===== config.mk =====
export PLATFORM = sky130hd
export DESIGN_NAME = positional_array_list
export DESIGN_NICKNAME = d
export VERILOG_FILES = /design/src/hdl/pal_pkg.sv /design/src/hdl/pal_datapath.sv /design/src/hdl/pal_ctrl.sv /design/src/hdl/positional_array_list.sv
export SDC_FILE = /design/constraint.sdc
export NUM_CORES = 2
export LEC_CHECK = 0
export BUFFER_PORTS_ARGS = -buffer_cell sky130_fd_sc_hd__buf_2
export CORE_ASPECT_RATIO = 0.6
export CORE_MARGIN = 2
export CORE_UTILIZATION = 55
export CTS_CLUSTER_DIAMETER = 120
export DETAILED_ROUTE_END_ITERATION = 16
export MAX_ROUTING_LAYER = met4
export PLACE_DENSITY = 0.75
export SYNTH_ARGS = -nofsm -noshare
export SYNTH_HDL_FRONTEND = slang
export SYNTH_SLANG_ARGS = --single-unit
export TNS_END_PERCENT = 100

===== constraint.sdc =====
create_clock -name i_clk -period 11 [get_ports i_clk]
set_input_delay 1.1 -clock i_clk [delete_from_list [all_inputs] [get_ports i_clk]]
set_output_delay 1.1 -clock i_clk [all_outputs]
set_load 0.02 [all_outputs]

===== src/hdl/pal_pkg.sv =====
// ----------------------------------------------------------------------------
// pal_pkg
// Shared types and codes for the positional array list: operation and status
// codes, the input and result words, and the controller/datapath command set.
// ----------------------------------------------------------------------------
package pal_pkg;

    localparam int DATA_W       = 32;
    localparam int KIND_W       = 3;
    localparam int POS_W        = 6;
    localparam int STAT_W       = 2;
    localparam int CAPACITY_DEF = 32;

    // operation codes
    localparam logic [KIND_W-1:0] KIND_INSERT   = 3'd0;
    localparam logic [KIND_W-1:0] KIND_DELETE   = 3'd1;
    localparam logic [KIND_W-1:0] KIND_RETRIEVE = 3'd2;
    localparam logic [KIND_W-1:0] KIND_LOCATE   = 3'd3;
    localparam logic [KIND_W-1:0] KIND_CLEAR    = 3'd4;

    // status codes
    localparam logic [STAT_W-1:0] ST_OK    = 2'd0;
    localparam logic [STAT_W-1:0] ST_FULL  = 2'd1;
    localparam logic [STAT_W-1:0] ST_RANGE = 2'd2;

    typedef struct packed {
        logic [KIND_W-1:0]        kind;
        logic [POS_W-1:0]         position;
        logic signed [DATA_W-1:0] value;
    } t_in;

    typedef struct packed {
        logic [STAT_W-1:0]        status;
        logic signed [DATA_W-1:0] read_value;
        logic [POS_W-1:0]         found_position;
        logic [POS_W-1:0]         count;
        logic                     is_empty;
        logic                     is_full;
    } t_out;

    // controller to datapath
    typedef struct packed {
        logic              load;
        logic              rd_en;
        logic              wr_en;
        logic              wr_val;
        logic              cnt_inc;
        logic              cnt_dec;
        logic              cnt_clr;
        logic              res_load;
        logic              res_read;
        logic [STAT_W-1:0] res_status;
        logic [POS_W-1:0]  res_found;
    } t_dp_cmd;

    // datapath to controller
    typedef struct packed {
        logic [KIND_W-1:0] kind;
        logic [POS_W-1:0]  pos;
        logic              match;
    } t_dp_stat;

endpackage


===== src/hdl/pal_datapath.sv =====
// ----------------------------------------------------------------------------
// pal_datapath
// Entry memory with registered read, entry count, latched operation word and
// the result register with its strobe.
// ----------------------------------------------------------------------------
module pal_datapath #(
    parameter int CAPACITY = pal_pkg::CAPACITY_DEF,
    parameter int AW       = $clog2(CAPACITY),
    parameter int CW       = $clog2(CAPACITY + 1)
) (
    input  logic             i_clk,
    input  logic             i_rst_n,
    input  pal_pkg::t_in     i_item,
    input  pal_pkg::t_dp_cmd i_cmd,
    input  logic [AW-1:0]    i_rd_addr,
    input  logic [AW-1:0]    i_wr_addr,
    output pal_pkg::t_dp_stat o_stat,
    output logic [CW-1:0]    o_count,
    output logic             o_done,
    output pal_pkg::t_out    o_result
);
    import pal_pkg::*;

    localparam int OW = (CW > POS_W) ? CW : POS_W;

    logic [DATA_W-1:0] r_mem [CAPACITY];
    logic [DATA_W-1:0] r_rdata;
    t_in               r_item;
    logic [CW-1:0]     r_count;
    logic [CW-1:0]     n_count;
    logic [OW-1:0]     n_count_w;
    logic              r_done;
    t_out              r_res;

    // latch the operation word on accept
    always_ff @(posedge i_clk) begin
        if (i_cmd.load) begin
            r_item <= i_item;
        end
    end

    // entry memory: one write and one registered read per cycle
    always_ff @(posedge i_clk) begin
        if (i_cmd.wr_en) begin
            r_mem[i_wr_addr] <= i_cmd.wr_val ? r_item.value : r_rdata;
        end
        if (i_cmd.rd_en) begin
            r_rdata <= r_mem[i_rd_addr];
        end
    end

    // next entry count
    always_comb begin
        priority if (i_cmd.cnt_clr) begin
            n_count = '0;
        end else if (i_cmd.cnt_inc) begin
            n_count = r_count + CW'(1);
        end else if (i_cmd.cnt_dec) begin
            n_count = r_count - CW'(1);
        end else begin
            n_count = r_count;
        end
    end

    assign n_count_w = OW'(n_count);

    // hold count, build the result word and pulse the strobe
    always_ff @(posedge i_clk) begin
        if (!i_rst_n) begin
            r_count <= '0;
            r_done  <= 1'b0;
        end else begin
            r_count <= n_count;
            r_done  <= i_cmd.res_load;
        end
        if (i_cmd.res_load) begin
            r_res.status         <= i_cmd.res_status;
            r_res.read_value     <= i_cmd.res_read ? r_rdata : '0;
            r_res.found_position <= i_cmd.res_found;
            r_res.count          <= n_count_w[POS_W-1:0];
            r_res.is_empty       <= (n_count == '0);
            r_res.is_full        <= (n_count == CW'(CAPACITY));
        end
    end

    assign o_stat.kind  = r_item.kind;
    assign o_stat.pos   = r_item.position;
    assign o_stat.match = (r_rdata == r_item.value);
    assign o_count      = r_count;
    assign o_done       = r_done;
    assign o_result     = r_res;

endmodule


===== src/hdl/pal_ctrl.sv =====
// ----------------------------------------------------------------------------
// pal_ctrl
// Operation sequencer: checks the position, then walks the entry memory one
// entry per cycle to shift up, shift down or search, and issues the result.
// ----------------------------------------------------------------------------
module pal_ctrl #(
    parameter int CAPACITY = pal_pkg::CAPACITY_DEF,
    parameter int AW       = $clog2(CAPACITY),
    parameter int CW       = $clog2(CAPACITY + 1)
) (
    input  logic              i_clk,
    input  logic              i_rst_n,
    input  logic              i_start,
    input  pal_pkg::t_dp_stat i_stat,
    input  logic [CW-1:0]     i_count,
    output logic              o_busy,
    output pal_pkg::t_dp_cmd  o_cmd,
    output logic [AW-1:0]     o_rd_addr,
    output logic [AW-1:0]     o_wr_addr
);
    import pal_pkg::*;

    localparam int XW = ((CW > POS_W) ? CW : POS_W) + 1;

    typedef enum logic [2:0] {
        S_IDLE,
        S_DECODE,
        S_SHIFT_UP,
        S_INS_WR,
        S_SHIFT_DN,
        S_RD_WAIT,
        S_SCAN
    } t_state;

    t_state        r_state, n_state;
    logic [AW-1:0] r_ptr, n_ptr;

    logic [XW-1:0] w_pos, w_cnt, w_ptr;
    logic [XW-1:0] w_pos_m1, w_cnt_m1, w_cnt_p1, w_ptr_p1, w_ptr_m1;
    logic          pos_zero, ins_bad, idx_bad, is_full_now;

    // widened operands for range checks and address math
    always_comb begin
        w_pos       = XW'(i_stat.pos);
        w_cnt       = XW'(i_count);
        w_ptr       = XW'(r_ptr);
        w_pos_m1    = w_pos - XW'(1);
        w_cnt_m1    = w_cnt - XW'(1);
        w_cnt_p1    = w_cnt + XW'(1);
        w_ptr_p1    = w_ptr + XW'(1);
        w_ptr_m1    = w_ptr - XW'(1);
        pos_zero    = (w_pos == '0);
        ins_bad     = pos_zero || (w_pos > w_cnt_p1);
        idx_bad     = pos_zero || (w_pos > w_cnt);
        is_full_now = (w_cnt >= XW'(CAPACITY));
    end

    // next state and commands
    always_comb begin
        n_state   = r_state;
        n_ptr     = r_ptr;
        o_cmd     = '0;
        o_rd_addr = '0;
        o_wr_addr = '0;
        unique case (r_state)
            S_IDLE: begin
                if (i_start) begin
                    o_cmd.load = 1'b1;
                    n_state    = S_DECODE;
                end
            end
            S_DECODE: begin
                unique case (i_stat.kind)
                    KIND_INSERT: begin
                        priority if (is_full_now) begin
                            o_cmd.res_load   = 1'b1;
                            o_cmd.res_status = ST_FULL;
                            n_state          = S_IDLE;
                        end else if (ins_bad) begin
                            o_cmd.res_load   = 1'b1;
                            o_cmd.res_status = ST_RANGE;
                            n_state          = S_IDLE;
                        end else if (w_pos == w_cnt_p1) begin
                            // append: nothing to move
                            n_state = S_INS_WR;
                        end else begin
                            o_cmd.rd_en = 1'b1;
                            o_rd_addr   = w_cnt_m1[AW-1:0];
                            n_ptr       = w_cnt_m1[AW-1:0];
                            n_state     = S_SHIFT_UP;
                        end
                    end
                    KIND_DELETE: begin
                        priority if (idx_bad) begin
                            o_cmd.res_load   = 1'b1;
                            o_cmd.res_status = ST_RANGE;
                            n_state          = S_IDLE;
                        end else if (w_pos == w_cnt) begin
                            // drop the last entry
                            o_cmd.cnt_dec  = 1'b1;
                            o_cmd.res_load = 1'b1;
                            n_state        = S_IDLE;
                        end else begin
                            o_cmd.rd_en = 1'b1;
                            o_rd_addr   = w_pos[AW-1:0];
                            n_ptr       = w_pos[AW-1:0];
                            n_state     = S_SHIFT_DN;
                        end
                    end
                    KIND_RETRIEVE: begin
                        if (idx_bad) begin
                            o_cmd.res_load   = 1'b1;
                            o_cmd.res_status = ST_RANGE;
                            n_state          = S_IDLE;
                        end else begin
                            o_cmd.rd_en = 1'b1;
                            o_rd_addr   = w_pos_m1[AW-1:0];
                            n_state     = S_RD_WAIT;
                        end
                    end
                    KIND_LOCATE: begin
                        if (w_cnt == '0) begin
                            o_cmd.res_load  = 1'b1;
                            o_cmd.res_found = w_cnt_p1[POS_W-1:0];
                            n_state         = S_IDLE;
                        end else begin
                            o_cmd.rd_en = 1'b1;
                            o_rd_addr   = '0;
                            n_ptr       = '0;
                            n_state     = S_SCAN;
                        end
                    end
                    KIND_CLEAR: begin
                        o_cmd.cnt_clr  = 1'b1;
                        o_cmd.res_load = 1'b1;
                        n_state        = S_IDLE;
                    end
                    default: begin
                        o_cmd.res_load = 1'b1;
                        n_state        = S_IDLE;
                    end
                endcase
            end
            S_SHIFT_UP: begin
                // move the word just read one place up
                o_cmd.wr_en = 1'b1;
                o_wr_addr   = w_ptr_p1[AW-1:0];
                if (w_ptr == w_pos_m1) begin
                    n_state = S_INS_WR;
                end else begin
                    o_cmd.rd_en = 1'b1;
                    o_rd_addr   = w_ptr_m1[AW-1:0];
                    n_ptr       = w_ptr_m1[AW-1:0];
                end
            end
            S_INS_WR: begin
                o_cmd.wr_en    = 1'b1;
                o_cmd.wr_val   = 1'b1;
                o_wr_addr      = w_pos_m1[AW-1:0];
                o_cmd.cnt_inc  = 1'b1;
                o_cmd.res_load = 1'b1;
                n_state        = S_IDLE;
            end
            S_SHIFT_DN: begin
                // move the word just read one place down
                o_cmd.wr_en = 1'b1;
                o_wr_addr   = w_ptr_m1[AW-1:0];
                if (w_ptr == w_cnt_m1) begin
                    o_cmd.cnt_dec  = 1'b1;
                    o_cmd.res_load = 1'b1;
                    n_state        = S_IDLE;
                end else begin
                    o_cmd.rd_en = 1'b1;
                    o_rd_addr   = w_ptr_p1[AW-1:0];
                    n_ptr       = w_ptr_p1[AW-1:0];
                end
            end
            S_RD_WAIT: begin
                o_cmd.res_load = 1'b1;
                o_cmd.res_read = 1'b1;
                n_state        = S_IDLE;
            end
            S_SCAN: begin
                priority if (i_stat.match) begin
                    o_cmd.res_load  = 1'b1;
                    o_cmd.res_found = w_ptr_p1[POS_W-1:0];
                    n_state         = S_IDLE;
                end else if (w_ptr == w_cnt_m1) begin
                    o_cmd.res_load  = 1'b1;
                    o_cmd.res_found = w_cnt_p1[POS_W-1:0];
                    n_state         = S_IDLE;
                end else begin
                    o_cmd.rd_en = 1'b1;
                    o_rd_addr   = w_ptr_p1[AW-1:0];
                    n_ptr       = w_ptr_p1[AW-1:0];
                end
            end
            default: begin
                n_state = S_IDLE;
            end
        endcase
    end

    // hold state and walk pointer
    always_ff @(posedge i_clk) begin
        if (!i_rst_n) begin
            r_state <= S_IDLE;
            r_ptr   <= '0;
        end else begin
            r_state <= n_state;
            r_ptr   <= n_ptr;
        end
    end

    assign o_busy = (r_state != S_IDLE);

endmodule


===== src/hdl/positional_array_list.sv =====
// Clear, full or range refusals, delete of the last entry, locate in an empty
// list and unused kinds are answered from the decode state; retrieve and
// append pass through one more state (read wait or insert write); other
// inserts, deletes and locates then move or compare one entry per cycle.
// Throughput: one word per operation; a new word may be accepted in the cycle
// its predecessor's result shows. Reset empties the list, not the entries.
// ----------------------------------------------------------------------------
// positional_array_list
// Bounded ordered list of signed words with 1-based positions: insert,
// delete, retrieve, locate and clear, each answered by one result word.
// ----------------------------------------------------------------------------
module positional_array_list #(
    parameter int CAPACITY = pal_pkg::CAPACITY_DEF
) (
    input  logic          i_clk,
    input  logic          i_rst_n,
    input  logic          start,
    output logic          busy,
    input  pal_pkg::t_in  i_item,
    output logic          o_done,
    output pal_pkg::t_out o_result
);
    import pal_pkg::*;

    localparam int AW = $clog2(CAPACITY);
    localparam int CW = $clog2(CAPACITY + 1);

    t_dp_cmd       dp_cmd;
    t_dp_stat      dp_stat;
    logic [CW-1:0] dp_count;
    logic [AW-1:0] rd_addr;
    logic [AW-1:0] wr_addr;

    // sequencer
    pal_ctrl #(
        .CAPACITY (CAPACITY),
        .AW       (AW),
        .CW       (CW)
    ) u_ctrl (
        .i_clk     (i_clk),
        .i_rst_n   (i_rst_n),
        .i_start   (start),
        .i_stat    (dp_stat),
        .i_count   (dp_count),
        .o_busy    (busy),
        .o_cmd     (dp_cmd),
        .o_rd_addr (rd_addr),
        .o_wr_addr (wr_addr)
    );

    // storage and result
    pal_datapath #(
        .CAPACITY (CAPACITY),
        .AW       (AW),
        .CW       (CW)
    ) u_datapath (
        .i_clk     (i_clk),
        .i_rst_n   (i_rst_n),
        .i_item    (i_item),
        .i_cmd     (dp_cmd),
        .i_rd_addr (rd_addr),
        .i_wr_addr (wr_addr),
        .o_stat    (dp_stat),
        .o_count   (dp_count),
        .o_done    (o_done),
        .o_result  (o_result)
    );

    // a result word always follows the command that issues it
    a_res_strobe: assert property (@(posedge i_clk) disable iff (!i_rst_n)
        dp_cmd.res_load |=> o_done)
        else $error("result load not followed by strobe");

    // the strobe only closes an operation that was in progress
    a_done_after_busy: assert property (@(posedge i_clk) disable iff (!i_rst_n)
        o_done |-> ($past(busy) && !busy))
        else $error("result strobe without a preceding operation");

    // memory writes happen only inside an operation
    a_write_busy: assert property (@(posedge i_clk) disable iff (!i_rst_n)
        dp_cmd.wr_en |-> busy)
        else $error("entry write while idle");

    // an accepted word keeps the block busy on the next cycle
    a_accept_busy: assert property (@(posedge i_clk) disable iff (!i_rst_n)
        (start && !busy) |=> busy)
        else $error("accepted word did not start an operation");

endmodule

==> metrics.csv <==
stage,metric,value,unit
setup_path,Crit-path slowest cell,nor4_1,
logic_synthesis,Synth Warn #,0,
place,DP Wirelength,76.2,mm
route,Antenna Nets Post-Route,0,
sta,Setup Viol. Count Final,0,
layout,fill count,6064,
min_path,Worst Hold Launch,i_item[12],
sta,clock skew,0.0243,ns
layout,share of cells above drive strength 1,11.1,%
layout,final-stage net count,3250,
sta,worst setup margin,5.10,ns
clock_tree,cts repair resizes,0,
layout,fin cells,4417,
setup_path,"CP delay by family, top",simple AND/OR/NAND/NOR gates,
logic_synthesis,"Avg Cell Area, Syn",15.2,um^2
setup_path,crit path kind,flop to flop,
setup_path,Worst Path Max Fanout,160,
setup_path,Critical Path Start,u_datapath.r_rdata[27],
grt,first-pass GRT wire length,185,mm
logic_synthesis,"Net Count, Synth",3164,
route,DRC,0,
clock_tree,clock latency at the later pin of the worst-skew pair,0.72,ns
place,"worst slack, placed",5.38,ns
clock_tree,Bufs on Longest Clock Path,3,
clock_tree,root buf cell,clkbuf_16,
power_and_ir_drop,worst vdd ir,0.147,mV
floorplan,initial core utilization,55.3,%
route,drt total wl,130,mm
setup_path,crit-path max cell delay,0.84,ns
logic_synthesis,leading area contributor after synthesis,edfxtp_1,
grt,largest net degree at the start of global routing,169,
setup_path,CP bufs+invs,1,
clock_tree,Worst-path clk slew,0.07,ns
setup_path,Worst setup SP type,flop,
route,starting DRC count in detailed routing,4201,
logic_synthesis,"count leader, synth",edfxtp_1,
logic_synthesis,Main synth FF type,edfxtp_1,
clock_tree,CTS tree,done,
sta,Final period util,53.6,%
grt,All-Layer GR Usage,30.1,%
layout,area of the multi-input gates,0.0118,mm^2
route,Detailed Routing Iterations Pass 1,6,
sta,setup repair after global routing missed its margin,false,
logic_synthesis,top cells by instance count after synthesis,"1145 x edfxtp_1, 532 x nand2_1, 449 x mux2i_1",
floorplan,die height,231,um
clock_tree,Post-CTS Setup Inserts,0,
setup_path,crit path cell chain,xor2_1 -> nor4_1 -> nand4_1 -> nor3_1 -> o32a_2 -> and2_4 -> buf_12 -> mux2i_1 -> mux2i_1 -> o22ai_1 -> nor4_2,
logic_synthesis,Post-Synthesis Cells,3102,
floorplan,die area,0.0882,mm^2
place,dpl cell area,0.0490,mm^2
clock_tree,CTS Buf Count,98,
sta,Max Clock Freq,170,MHz
layout,area grow syn2layout,10.6,%
clock_tree,hold buffer count at cts,0,
logic_synthesis,"Seq/Total Area, Yosys",73.6,%
clock_tree,number of H-tree levels,3,
setup_path,Worst Setup End Kind,flop,
logic_synthesis,Yosys top cell area share,72.9,%
setup_path,Arrival @ worst endpoint,6.33,ns
route,post-DR wirelength/cell,29.4,um
sta,setup TNS after final layout,0,ns
grt,remaining global-route overflow,0,
floorplan,Core ar.,0.0853,mm^2
logic_synthesis,asr flop ratio synth,0,%
setup_path,required time worst endpoint,11.44,ns
place,Placed Cells,4235,
run,max-cap violation count,0,
logic_synthesis,"top cells by area, synth","edfxtp_1 73%, mux2i_1 9.5%, nand2_1 4.2%",
layout,sequential cell area,0.0347,mm^2
grt,initial antenna violation count,3,
route,DR vias,28500,
floorplan,die width,382,um
layout,design area,0.0521,mm^2
min_path,worst hold-check path type,input pin to flop,
place,GPL Wtd Cong,1.03,
logic_synthesis,Synth Register Bits,1160,
place,# port buffers,93,
layout,Final Util,61.1,%
sta,crit path time final,5.90,ns
logic_synthesis,number of enable flip-flop cells after synthesis,1145,
floorplan,Ports,94,
logic_synthesis,Synth Cell Area,0.0471,mm^2
sta,final hold violations,0,
route,routed vias/inst,6.45,
setup_path,worst reg2reg startpoint,u_datapath.r_rdata[27],
sta,slew margin rel.,21.2,%
logic_synthesis,number of distinct library cells after synthesis,73,
sta,fin. max-slew vios,0,
clock_tree,CTS Sinks,1160,
floorplan,FP Rows,83,
status,outcome,"finished, final reports clean",
sta,Slew @ Worst Pin,1.17,ns
power_and_ir_drop,Lkg Pwr,0.0200,uW
power_and_ir_drop,P per Cell Area,165,mW/mm^2
grt,vias in the first global route,27100,
setup_path,cell mode on critical path,mux2i_1,
-- power by group --
part | total (uW) | internal (uW) | switching, uW | leakage [uW]
Sequential | 4860 | 4830 | 25.2 | 0.0105
Clock | 3480 | 1880 | 1590 | 0.00154
Combinational | 247 | 74.4 | 173 | 0.00799
Total | 8590 | 6790 | 1790 | 0.0200
-- registers in the layout, indices dropped and copies added, names as in the netlist --
signal               cells
u_ctrl.r_ptr             5
u_datapath.r_rdata      32
u_datapath.o_result     48
u_datapath.r_mem      1024
u_datapath.o_count       6
u_ctrl.r_state           3
u_datapath.o_stat        9
u_datapath.r_item       32
u_datapath.o_done        1
-- worst paths after layout --
path | endpoint | slack, ns | cells after the start
setup / recovery | u_datapath.r_rdata[31] | 5.10 | 11
hold / removal | u_datapath.r_item[12] | 0.56 | 1
hold reg to reg | u_datapath.o_result[23] | 0.68 | 1
setup reg to reg | u_datapath.r_rdata[31] | 5.10 | 11
-- area by class of cell --
cell class	count	area share [%]
Antenna cell	1	0.00480
Multi-Input combinational cell	1748	22.6
Clock buffer	125	4.94
Sequential cell	1160	66.5
Clock inverter	56	1.15
Inverter	24	0.173
Timing Repair Buffer	156	1.85
Tap cell	1147	2.75
-- layer usage --
layer / vias to the layer above / wire length, um / global-route usage, %
met3: 240 / 17100 / 8.32
met1: 14400 / 54600 / 44.5
li1: 12000 / - / -
met2: 1832 / 54100 / 40.4
met5: - / 0 / -
met4: 0 / 3900 / 9.41
-- cells in the final DEF, fill, tap and decap left out, drive strengths merged, types with 8 or more instances in the layout --
cell type | netlist | routed
edfxtp | 1145 | 1145
nand2 | 532 | 532
mux2i | 449 | 449
buf | 96 | 156
nand3 | 150 | 150
clkbuf | 74 | 125
nor2 | 75 | 75
o22ai | 74 | 74
a31oi | 73 | 73
a32oi | 65 | 65
and2 | 49 | 49
nor4 | 43 | 43
clkinv | 1 | 41
xor2 | 39 | 39
inv | 23 | 26
a21oi | 22 | 22
o21ai | 22 | 22
nor3 | 20 | 20
ha | 18 | 18
xnor2 | 16 | 16
dfxtp | 15 | 15
nor2b | 11 | 11
bufinv | 0 | 9
o211ai | 8 | 8
-- cell families after synthesis --
family / share of synthesized area, %
buffers and inverters: 2.09
multiplexers: 9.53
AO/OA/AOI/OAI: 4.62
flip-flops: 73.6
adder cells (fa/ha/maj): 0.478
AND/OR/NAND/NOR: 8.69
XOR/XNOR: 1.02
-- through the flow --
stage                     hold slack (ns)  total power, uW
after CTS                           0.516             8590
after global routing                0.534             8780
after floorplan                     0.571             5100
final                               0.556             8590
after detailed placement            0.668             5190
after global placement              0.666             5190
No activity file was read; power rests on OpenSTA's default activity.
